`config.mk`:
```
export PLATFORM = sky130hd
export DESIGN_NAME = osnd_cell
export DESIGN_NICKNAME = d
export VERILOG_FILES = /design/src/rtl/osnd_pkg.sv /design/src/rtl/osnd_cell.sv
export SDC_FILE = /design/constraint.sdc
export NUM_CORES = 1
export LEC_CHECK = 0
export BUFFER_PORTS_ARGS = -buffer_cell sky130_fd_sc_hd__buf_2
export CORE_UTILIZATION = 47
export DETAILED_ROUTE_END_ITERATION = 12
export PLACE_DENSITY = 0.75
export SYNTH_ARGS = -nofsm -noshare
export SYNTH_HDL_FRONTEND = slang
export SYNTH_SLANG_ARGS = --single-unit
```
`constraint.sdc`:
```
create_clock -name i_clk -period 4.2 [get_ports i_clk]
set_clock_uncertainty 0.15 [all_clocks]
set_input_delay 0.63 -clock i_clk [delete_from_list [all_inputs] [get_ports i_clk]]
set_output_delay 0.63 -clock i_clk [all_outputs]
set_load 0.1 [all_outputs]
```
`src/rtl/osnd_pkg.sv`:
```
// osnd_pkg: shared types and constants for the ordered-set nearest-distance block.
// No dependencies.
package osnd_pkg;

    localparam int CAPACITY = 64;
    localparam int LG       = $clog2(CAPACITY);
    localparam int CAP_P2   = 1 << LG;
    localparam int COUNT_W  = $clog2(CAPACITY + 1);
    localparam int STEP_W   = $clog2(LG + 1);
    localparam int KEY_W    = 32;
    localparam int DIST_W   = 31;

    localparam logic [DIST_W-1:0] DIST_MAX = 31'h7FFF_FFFF;

    localparam logic [1:0] CMD_INSERT = 2'd0;
    localparam logic [1:0] CMD_REMOVE = 2'd1;
    localparam logic [1:0] CMD_QUERY  = 2'd2;

    typedef enum logic [1:0] {
        ST_DONE   = 2'd0,
        ST_DUP    = 2'd1,
        ST_FULL   = 2'd2,
        ST_ABSENT = 2'd3
    } t_status;

    typedef struct packed {
        logic [1:0]              cmd;
        logic signed [KEY_W-1:0] key_value;
    } t_item;

    typedef struct packed {
        logic [DIST_W-1:0] distance;
        logic              set_empty;
        t_status           status;
    } t_result;

    typedef struct packed {
        logic                    load;
        logic                    take;
        logic signed [KEY_W-1:0] key;
    } t_cell_ctl;

    typedef struct packed {
        logic                    valid;
        logic signed [KEY_W-1:0] value;
    } t_cell_data;

endpackage

```
`src/rtl/osnd_cell.sv`:
```
// osnd_cell: one table cell; holds a key and valid bit, compares against the broadcast key.
// Depends on osnd_pkg.
module osnd_cell import osnd_pkg::*; (
    input  logic              i_clk,
    input  logic              i_rst_n,
    input  t_cell_ctl         i_ctl,
    input  t_cell_data        i_nb,
    output t_cell_data        o_data,
    output logic              o_match,
    output logic [DIST_W-1:0] o_dist
);

    logic                    r_valid;
    logic signed [KEY_W-1:0] r_value;
    logic signed [KEY_W:0]   diff;
    logic [KEY_W:0]          mag;

    always_ff @(posedge i_clk) begin
        if (!i_rst_n) begin
            r_valid <= 1'b0;
        end else if (i_ctl.load) begin
            r_valid <= 1'b1;
        end else if (i_ctl.take) begin
            r_valid <= i_nb.valid;
        end
    end

    always_ff @(posedge i_clk) begin
        if (i_ctl.load) begin
            r_value <= i_ctl.key;
        end else if (i_ctl.take) begin
            r_value <= i_nb.value;
        end
    end

    always_comb begin
        diff = {i_ctl.key[KEY_W-1], i_ctl.key} - {r_value[KEY_W-1], r_value};
        mag  = diff[KEY_W] ? (KEY_W+1)'(1) + (KEY_W+1)'(~diff) : diff;
        if (!r_valid || (|mag[KEY_W:DIST_W])) begin
            o_dist = DIST_MAX;
        end else begin
            o_dist = mag[DIST_W-1:0];
        end
    end

    assign o_match      = r_valid && (r_value == i_ctl.key);
    assign o_data.valid = r_valid;
    assign o_data.value = r_value;

endmodule

```
* Yosys cells after proc, flatten, opt, wreduce, memory -nomap -nowiden
Cells that the tools add are included.
** Word-level totals
- Flip-flop bits (word level) :: 33
- Input port bits :: 69
- Output and inout bits :: 65
- Word-level logic and storage cells :: 17
** Operators by class
- $add $sub $neg :: 2
- Eq/ne operators :: 1
- Muxes and demuxes :: 6
- Bitwise operators :: 1
- Reduce and logical (&&, ||, !) cells :: 5
** Operators with widths (count)
- 2-to-1 mux 32 bit :: 2
- adder 2 x 33 -> 33 bit (first input constant) :: 1
- 2-to-1 mux 33 bit :: 1
- inverter 33 bit :: 1
- subtractor 32 x 32 -> 33 bit :: 1
- == test 32 bit :: 1
- 2-to-1 mux 31 bit :: 1
- 2-to-1 mux 1 bit :: 2
- nonzero test 2 bit :: 1
- OR reduction 2 bit :: 1
- logical AND 1 bit :: 1
- logical NOT 1 bit :: 1
- logical OR 1 bit :: 1

* Longest topological paths before layout
Gate-level depths: netlist of the first run.
- Depth after elaboration :: 7
- Mapped depth :: 16
- Mapped depth without buffers :: 14

* Least setup slack after synthesis of the first run
Ideal clock, no wire load.
- Path type :: reg-to-output
- Start point :: register r_value[0]
- End point :: output o_dist[1]
- Arrival time :: 4799 ps
- Data required time :: 3420 ps
- Setup slack :: -1379 ps
- Cell stages (with the launch flop) :: 15
- Path buffers :: 1
- Cells stage by stage :: edfxtp_1 ha_1 fa_1 and2b_1 o221ai_1 a21oi_1 or3_1 a211oi_2 nand4bb_1 or3_4 nand4bb_4 o41a_1 mux2i_4 buf_6 nand3_1
** Between the ends
- Longest elaborated chain between the ends :: 7
** RTL lines
- from (decl) :: line osnd_cell.sv:14 : logic signed [KEY_W-1:0] r_value;
- from (signal assigned) :: line osnd_cell.sv:30 : r_value <= i_ctl.key;
- from (signal assigned) :: line osnd_cell.sv:32 : r_value <= i_nb.value;
- subtractor 32 x 32 -> 33 bit * :: line osnd_cell.sv:37 : diff = {i_ctl.key[KEY_W-1], i_ctl.key} - {r_value[KEY_W-1], r_value};
- inverter 33 bit :: line osnd_cell.sv:38 : mag = diff[KEY_W] ? (KEY_W+1)'(1) + (KEY_W+1)'(~diff) : diff;
- adder 2 x 33 -> 33 bit :: line osnd_cell.sv:38
- 2-to-1 mux 33 bit * :: line osnd_cell.sv:38
- OR reduction 2 bit :: line osnd_cell.sv:39 : if (!r_valid || (|mag[KEY_W:DIST_W])) begin
- logical OR 1 bit :: line osnd_cell.sv:39
- 2-to-1 mux 31 bit * :: line osnd_cell.sv:39
- to (decl) :: line osnd_cell.sv:10 : output logic [DIST_W-1:0] o_dist
Mark *: on every way between the ends. The rest lies on a longest branch, timed or not.

* Worst setup path in the final report of the first run
- Start point :: register r_value[0]
- End point :: output o_dist[28]
Same word-level chain as after synthesis.

==> reports/metrics.yaml, run 1 <==
status: "complete, but fails checks"
violations: "negative setup slack"
cts_max_level: 2
detail_route.iter0.violations: 338
yosysWarnings: 0
drive_above_1_share: 0.506
setup_ws_ps: -1050
grt_pass1_vias: 5565
numPlacedInstances: 962
cts_sinks: 33
grt_max_degree: 34
mappedNetlistArea_sq_um: 4630
pin_count: 134
hold_ws_ps: 410
grt_overflow_total: 0
coreArea_sq_um: 9370
reg2reg_setup_slack_ps: 2520
p_leak_nw: 3.53
rsz0062_at_grt: "true"
cts_root_buf: "clkbuf_8"
fin_crit_sh: 1.25
r2r-end: "r_valid"
nets: 965
multi_input_area_sq_um: 3860
fmax_ghz: 0.190
yosys-top-cells-area: "edfxtp_1 21%, ha_1 8.9%, mux2_2 8.3%"
cts_buffers: 5
stdcell_area_sq_um: 7710
yosys_most_used_dff: "edfxtp_1"
clk_latency_ps: 290
area_delta_synth_final_pct: 66.6
yosysSeqAreaShare: 0.212
die-area_sq_um: 10200
firstDrtPassIters: 5
synth_nets: 670
die_y_um: 101
drtAntennaViolNets: 0
dpl_cell_area_sq_um: 7020
cp-startpoint: "r_value[0]"
pwr-share-seq: 0.121
diodes: 0
crit_arrival_ps: 4470
wl_um: 16300
rr_worst_depth: 3
yosysTopAreaCell: "edfxtp_1"
async_flop_share: 0
clockPowerShare: 0.071
antenna_found_initial: 0
drc: 0
synth.avg_cell_area_sq_um: 8.16
tns_ps: -31000
gp_congestion: 0.901
ir_drop_mv: 0.253
setup_viol: 31
instances_no_fill: 991
cp-endpoint: "o_dist[28]"
vias_per_cell: 5.63
cts_tree: "yes"
slew-limit-headroom: 0.420
synth.distinct_cells: 79
synth-edff-count: 32
critPathLaunchType: "flip-flop"
ys_ff_latch: 33
synth_top_area_share: 0.208
worstPathRequired_ps: 3420
clk_pin_slew_ps: 80
cts_buffer_depth: 2
wl_per_cell_um: 16.4
crit_type: "flip-flop to output port"
p_per_area_nw_per_um2: 453
power_frac_comb: 0.808
vias: 5576
fin_crit_ps: 5250
switching_share: 0.536
end_kind: "output port"
internal_power_w: 0.00162
max_cap_violations: 0
nFillCells: 613
dp_hpwl_um: 12100
finalHoldViolCount: 0
regArea_sq_um: 982
hold_class: "primary input to flip-flop"
tightest_slew_ps: 870
synthCells: 567
die_x_um: 101
placementRows: 35
slew_violations: 0
track_usage: 0.312
p_sw_w: 0.00187
start_util: 0.494
grt_pass1_wl_um: 25500
crit_fanout: 7
r2r-start: "r_valid"
port_buffers: 133
finalPower_w: 0.00349
flip-flops by register name, indices dropped and copies added, names as in the netlist:
signal	count
r_valid	1
r_value	32
worst max-delay path, cell delays in order, from the launching register on:
cell and delay [ps]:
edfxtp_1 440, ha_4 200, fa_2 340, and2b_2 260, o221a_4 220, buf_6 100, o211ai_4 90, nor4b_4 160
a311oi_2 370, nor4_2 100, buf_4 150, nand4bb_1 120, buf_4 130, and2b_1 190, o41a_1 420, mux2i_4 250
buf_12 170, buf_12 150, nand3_4 90, buf_12 230
cells by family (layout without fill, tap and decap cells):
family | after synthesis | in the layout | synth area share
DFF | 33 | 33 | 0.212
xor gates and xnor gates | 48 | 48 | 0.0909
buffers and inverters | 71 | 366 | 0.0706
muxes | 36 | 36 | 0.0898
and+or+nand+nor | 204 | 204 | 0.234
adders and majority gates | 34 | 34 | 0.0936
AOI/OAI and AO/OA | 141 | 141 | 0.210
cell usage after synthesis (6+ instances only):
cell type	n
a21oi_1	41
nor3_1	18
edfxtp_1	32
o211ai_1	8
ha_1	33
a21o_1	16
nor4_1	7
nand4_1	7
xor2_1	17
xnor2_1	31
nand2_1	45
inv_1	41
o21ai_0	16
nand3_1	35
nor2_1	44
a31oi_1	6
clkbuf_1	16
o21ai_1	6
and3_1	6
mux2_2	34
layer usage:
layer  part of all wire  vias to the layer above  track usage
met3              0.047                       57       0.0483
li1                   -                     2673            -
met4              0.037                        0        0.147
met5                  0                        -            0
met1               0.39                     2606        0.350
met2               0.53                      240        0.577
cell type report:
type,count,area share
tap,129,0.0209
clock buffer,6,0.00941
timing repair buffer,318,0.321
inverter,41,0.0200
clock inverter,1,0.000487
sequential,33,0.127
multi-input combinational,463,0.500
worst min-delay path by stage:
stage                  from      end  slack [ps]  cells past startpoint
floorplan           r_valid  r_valid         580                      3
global placement    i_rst_n  r_valid         680                      2
detailed placement  i_rst_n  r_valid         710                      2
CTS                 i_rst_n  r_valid         420                      2
global route        i_rst_n  r_valid         420                      2
finish              i_rst_n  r_valid         410                      2
cell usage in the layout (no fill, tap or decap), types with 6 or more instances in the layout:
| master | n |
|---|---|
| nor4_1 | 6 |
| o21ai_1 | 7 |
| inv_1 | 40 |
| buf_2 | 101 |
| buf_12 | 19 |
| and3_1 | 6 |
| a21o_1 | 16 |
| ha_1 | 31 |
| edfxtp_1 | 32 |
| a21oi_1 | 38 |
| buf_4 | 180 |
| mux2_2 | 34 |
| nand4_1 | 7 |
| o211ai_1 | 8 |
| xnor2_1 | 29 |
| nand3_1 | 6 |
| buf_8 | 10 |
| buf_6 | 8 |
| o21ai_0 | 14 |
| xor2_1 | 16 |
| nand2_1 | 45 |
| nor2_1 | 44 |
| nor3_1 | 17 |
| nand3_4 | 30 |
stage by stage:
| step | worst slack [ps] | util |
|---|---|---|
| floorplan | -1040 | - |
| global placement | -1010 | 0.749 |
| detailed placement | -1160 | 0.749 |
| CTS | -937 | 0.806 |
| global route | -1180 | 0.823 |
| finish | -1050 | 0.823 |
power groups by stage:
stage | registers (W) | logic, W | clock network [W]
4_1_cts | 0.000422 | 0.00274 | 0.000247
3_5_place_dp | 0.000429 | 0.00253 | 0
2_1_floorplan | 0.000682 | 0.00149 | 0
3_3_place_gp | 0.000427 | 0.00248 | 0
6_report | 0.000422 | 0.00282 | 0.000249
5_1_grt | 0.000427 | 0.00296 | 0.000262
what timing repair did:
item / CTS / global route
buffers inserted: 14 / 9
cloned: 1 / 0
pin swaps: 13 / 15
resized for setup: 86 / 28
hold buffers: 0 / 0
setup endpoints to repair: 31 / 31
No activity file was read; power rests on OpenSTA's default activity.
==> run 2, diff against run 1 <==
==> constraint.sdc (replaced) <==
create_clock -name i_clk -period 4.2 [get_ports i_clk]
set_clock_uncertainty 0.15 [all_clocks]
set_input_delay 0.84 -clock i_clk [delete_from_list [all_inputs] [get_ports i_clk]]
set_output_delay 0.84 -clock i_clk [all_outputs]
set_load 0.1 [all_outputs]
==> run 2 against run 1 <==
  * The run still ends with negative setup slack left
  * Setup slack got worse by 380 ps
  * Sequential cell count did not move
  * Design area rose by 2.8%
  * Sequential power barely moved
  * Critical endpoint is now o_dist[8]
  * Maximum frequency fell by 6.7%
  * Total power rose by 5.6%
  * Utilization rose by 2.3 points
==> reports/metrics.yaml, run 2 (synthesis results as in run 1) <==
die_x_um: 101
grt_overflow_total: 0
end_kind: "output port"
cts_buffers: 5
post-route-util: 0.845
pin_count: 134
status: "complete, but fails checks"
r2r-end: "r_valid"
r2r-start: "r_valid"
reg2reg_setup_slack_ps: 2540
vias_per_cell: 5.71
cp-startpoint: "i_ctl[3]"
routed-wl-met3_um: 883
crit_arrival_ps: 4640
slew_violations: 0
stdcell_area_sq_um: 7920
ctsHoldBuffers: 0
p_per_area_nw_per_um2: 466
met2_length_um: 9000
diodes: 0
finalHoldViolCount: 0
hold_class: "primary input to flip-flop"
grt_pass1_wl_um: 25400
coreArea_sq_um: 9370
drtAntennaViolNets: 0
drive_above_1_share: 0.522
violations: "negative setup slack"
instances_no_fill: 1006
grt_pass1_vias: 5595
wirelength_met1_um: 6680
cts_buffer_depth: 2
regArea_sq_um: 982
dpl_cell_area_sq_um: 7080
wl_per_cell_um: 17.2
setup_ws_ps: -1430
cp-endpoint: "o_dist[8]"
p_leak_nw: 3.64
clk_pin_slew_ps: 80
crit_fanout: 9
layout.cells.most_common_list: "195 x buf_4, 101 x buf_2, 45 x nand2_1"
dp_hpwl_um: 12200
rsz0062_at_grt: "true"
numPlacedInstances: 970
cts_tree: "yes"
start_util: 0.494
detail_route.iter0.violations: 315
track_usage: 0.313
grt_max_degree: 34
regMostFlops: "r_value"
ir_drop_mv: 0.232
gp_congestion: 0.915
cts_max_level: 2
nFillCells: 557
wl_um: 17300
area_delta_synth_final_pct: 71.2
max_cap_violations: 0
setup_viol: 31
fin_crit_sh: 1.34
finalPower_w: 0.00369
reg_top3: "r_value (32), r_valid (1)"
vias: 5745
routed.top_layer: "met4"
die-area_sq_um: 10200
critPathLaunchType: "primary input"
nets: 979
fin_crit_ps: 5630
largest_reg_flops: 32
worstPathRequired_ps: 3210
placementRows: 35
tightest_slew_ps: 885
drc: 0
firstDrtPassIters: 5
die_y_um: 101
cts_sinks: 33
mostFrequentLayoutCell: "buf_4"
fmax_ghz: 0.178
slew-limit-headroom: 0.410
clk_latency_ps: 290
cts_root_buf: "clkbuf_8"
crit_type: "primary input to output port"
antenna_found_initial: 0
multi_input_area_sq_um: 3930
port_buffers: 133
rr_worst_depth: 3
## run 2: timing repair
| action | CTS | global route |
|---|---|---|
| cloned | 1 | 0 |
| endpoints found under the setup margin | 31 | 31 |
| endpoints found under the hold margin | 0 | 0 |
| gates resized for setup | 83 | 41 |
| pin swaps | 13 | 23 |
| buffers inserted | 19 | 11 |
## run 2: worst min-delay path by stage
stage             from      end  cells after the start
2_1_floorplan  r_valid  r_valid                      3
4_1_cts        i_rst_n  r_valid                      2
3_3_place_gp   i_rst_n  r_valid                      2
3_5_place_dp   i_rst_n  r_valid                      2
5_1_grt        i_rst_n  r_valid                      2
6_report       i_rst_n  r_valid                      2
## run 2: layout make-up
cell class,count,area share
Multi-Input combinational cell,463,0.497
Tap cell,129,0.0204
Inverter,41,0.0197
Clock buffer,6,0.00916
Clock inverter,2,0.00426
Timing Repair Buffer,332,0.326
Sequential cell,33,0.124
## run 2: routing by layer
layer	GRT usage	up-vias
li1	-	2700
met2	0.588	263
met4	0.137	0
met1	0.357	2719
met5	0	-
met3	0.0311	63
## run 2: stage by stage
| step | setup TNS [ps] | hold WS [ps] | setup WS (ps) |
|---|---|---|---|
| after CTS | -41100 | 611 | -1360 |
| after detailed placement | -47120 | 919 | -1560 |
| final | -42940 | 611 | -1430 |
| after floorplan | -38660 | 582 | -1250 |
| after global routing | -47690 | 613 | -1580 |
| after global placement | -42870 | 892 | -1430 |
## run 2: power breakdown
group          switching (W)  total, W  internal (W)
clock network       0.000136  0.000312      0.000176
logic                0.00178   0.00296       0.00117
registers          0.0000193  0.000423      0.000404
## run 2: critical path, cell delays in order
cell and delay, ps:
buf_2 120, ha_1 460, nand2_1 120, a211oi_2 150
buf_4 170, a21oi_2 80, buf_4 180, a21oi_1 330
buf_4 180, o211ai_1 90, o211a_1 160, a21o_1 180
nand2b_1 190, o41a_1 480, mux2i_4 270, buf_6 150
buf_12 150, nand3_4 110, buf_12 230
==> run 3, diff against run 2 <==
Settings changed: CORE_UTILIZATION 47 to 49, PLACE_DENSITY 0.75 to 0.78.
==> run 3 against run 2 <==
  * Clock power down 18%
  * The flow still finishes with violations (negative setup slack)
  * Critical endpoint unchanged
  * First-iteration DRC count up 13%
  * Non-clock buffer count down 20
==> reports/metrics.yaml, run 3 (synthesis results as in run 1) <==
antenna_found_initial: 1
mostFrequentLayoutCell: "buf_4"
cts_root_buf: "clkbuf_8"
fin_crit_sh: 1.36
crit_arrival_ps: 4700
wl_um: 18500
start_util: 0.503
max_cap_violations: 0
diodes: 0
tightest_slew_ps: 903
ctsHoldBuffers: 0
violations: "negative setup slack"
end_kind: "output port"
cts_buffer_depth: 2
pin_count: 134
die_x_um: 99.2
fmax_ghz: 0.176
finalHoldViolCount: 0
fin_crit_ps: 5690
reg_top3: "r_value (32), r_valid (1)"
grt_pass1_vias: 5704
coreArea_sq_um: 9200
port_buffers: 133
status: "complete, but fails checks"
die-area_sq_um: 9840
largest_reg_flops: 32
p_leak_nw: 3.51
grt_overflow_total: 0
ir_drop_mv: 0.237
clk_pin_slew_ps: 80
grt_max_degree: 34
grt_pass1_wl_um: 26500
hold_class: "primary input to flip-flop"
setup_ws_ps: -1490
cts_tree: "yes"
vias_per_cell: 6.08
regMostFlops: "r_value"
crit_fanout: 6
critPathLaunchType: "primary input"
rsz0062_at_grt: "true"
nets: 959
placementRows: 35
dp_hpwl_um: 11600
cts_sinks: 33
cts_buffers: 5
drc: 0
slew-limit-headroom: 0.398
slew_violations: 0
worstPathRequired_ps: 3210
cts_max_level: 2
wl_per_cell_um: 19.1
drtAntennaViolNets: 0
vias: 5886
track_usage: 0.337
clk_latency_ps: 300
post-place-ws_ps: -1610
die_y_um: 99.2
crit_type: "primary input to output port"
area_delta_synth_final_pct: 65.6
detail_route.iter0.violations: 355
firstDrtPassIters: 5
p_per_area_nw_per_um2: 467
gp_congestion: 0.863
setup_viol: 31
layout.cells.most_common_list: "170 x buf_4, 101 x buf_2, 44 x nand2_1"
drive_above_1_share: 0.501
tns_ps: -44730
run 3: layout make-up:
| class | instances | area (sq um) |
|---|---|---|
| tap | 111 | 139 |
| inverter | 41 | 156 |
| timing repair buffer | 312 | 2450 |
| multi-input combinational | 463 | 3850 |
| sequential | 33 | 982 |
| clock buffer | 6 | 72.6 |
| clock inverter | 2 | 10.0 |
| fill | 541 | 1540 |
run 3: critical path: stages:
cell	delay, ps
buf_8	100
inv_4	50
ha_4	130
fa_2	210
and2b_2	270
o221a_4	300
o211ai_1	300
nand2_2	170
xor2_4	220
nand4bb_4	220
or3_4	390
nand4bb_4	240
o41a_1	360
mux2i_4	230
buf_6	160
clkbuf_16	180
nand3_4	90
buf_8	220
run 3: path summary, 6_finish.rpt:
kind	endpoint	from	slack, ps	cells after the start
setup / recovery	o_dist[8]	i_ctl[0]	-1490	18
hold / removal	r_valid	i_rst_n	600	2
setup reg to reg	r_valid	r_valid	2540	3
hold reg to reg	r_valid	r_valid	1170	3
run 3: stage by stage:
stage / hold slack, ps / area, sq um / total power [W] / utilization / std cells
2_1_floorplan: 582 / 5000 / 0.00218 / - / 567
3_3_place_gp: 895 / 6880 / 0.00284 / 0.748 / 944
3_5_place_dp: 899 / 6880 / 0.00288 / 0.748 / 944
4_1_cts: 594 / 7480 / 0.00340 / 0.814 / 962
5_1_grt: 612 / 7660 / 0.00371 / 0.833 / 968
6_report: 604 / 7660 / 0.00358 / 0.833 / 968
run 3: what timing repair did:
item / 4_1_cts / 5_1_grt
pin swaps: 9 / 13
gates cloned: 2 / 1
gates resized for setup: 114 / 26
buffers inserted: 9 / 7
endpoints found under the setup margin: 31 / 31
run 3: where the power goes:
part	total, W	switching [W]	internal (W)
combinational	0.00290	0.00179	0.00111
sequential	0.000425	0.0000208	0.000404
clock	0.000255	0.000140	0.000115
total	0.00358	0.00195	0.00162
run 3: layer usage:
metal | vias up | wire length [um] | GRT usage | share of wire
li1 | 2663 | - | - | -
met1 | 2776 | 6780 | 0.371 | 0.37
met2 | 344 | 9190 | 0.620 | 0.50
met3 | 101 | 1370 | 0.0422 | 0.074
met4 | 2 | 1170 | 0.202 | 0.063
met5 | - | 13 | 0 | 0.00070
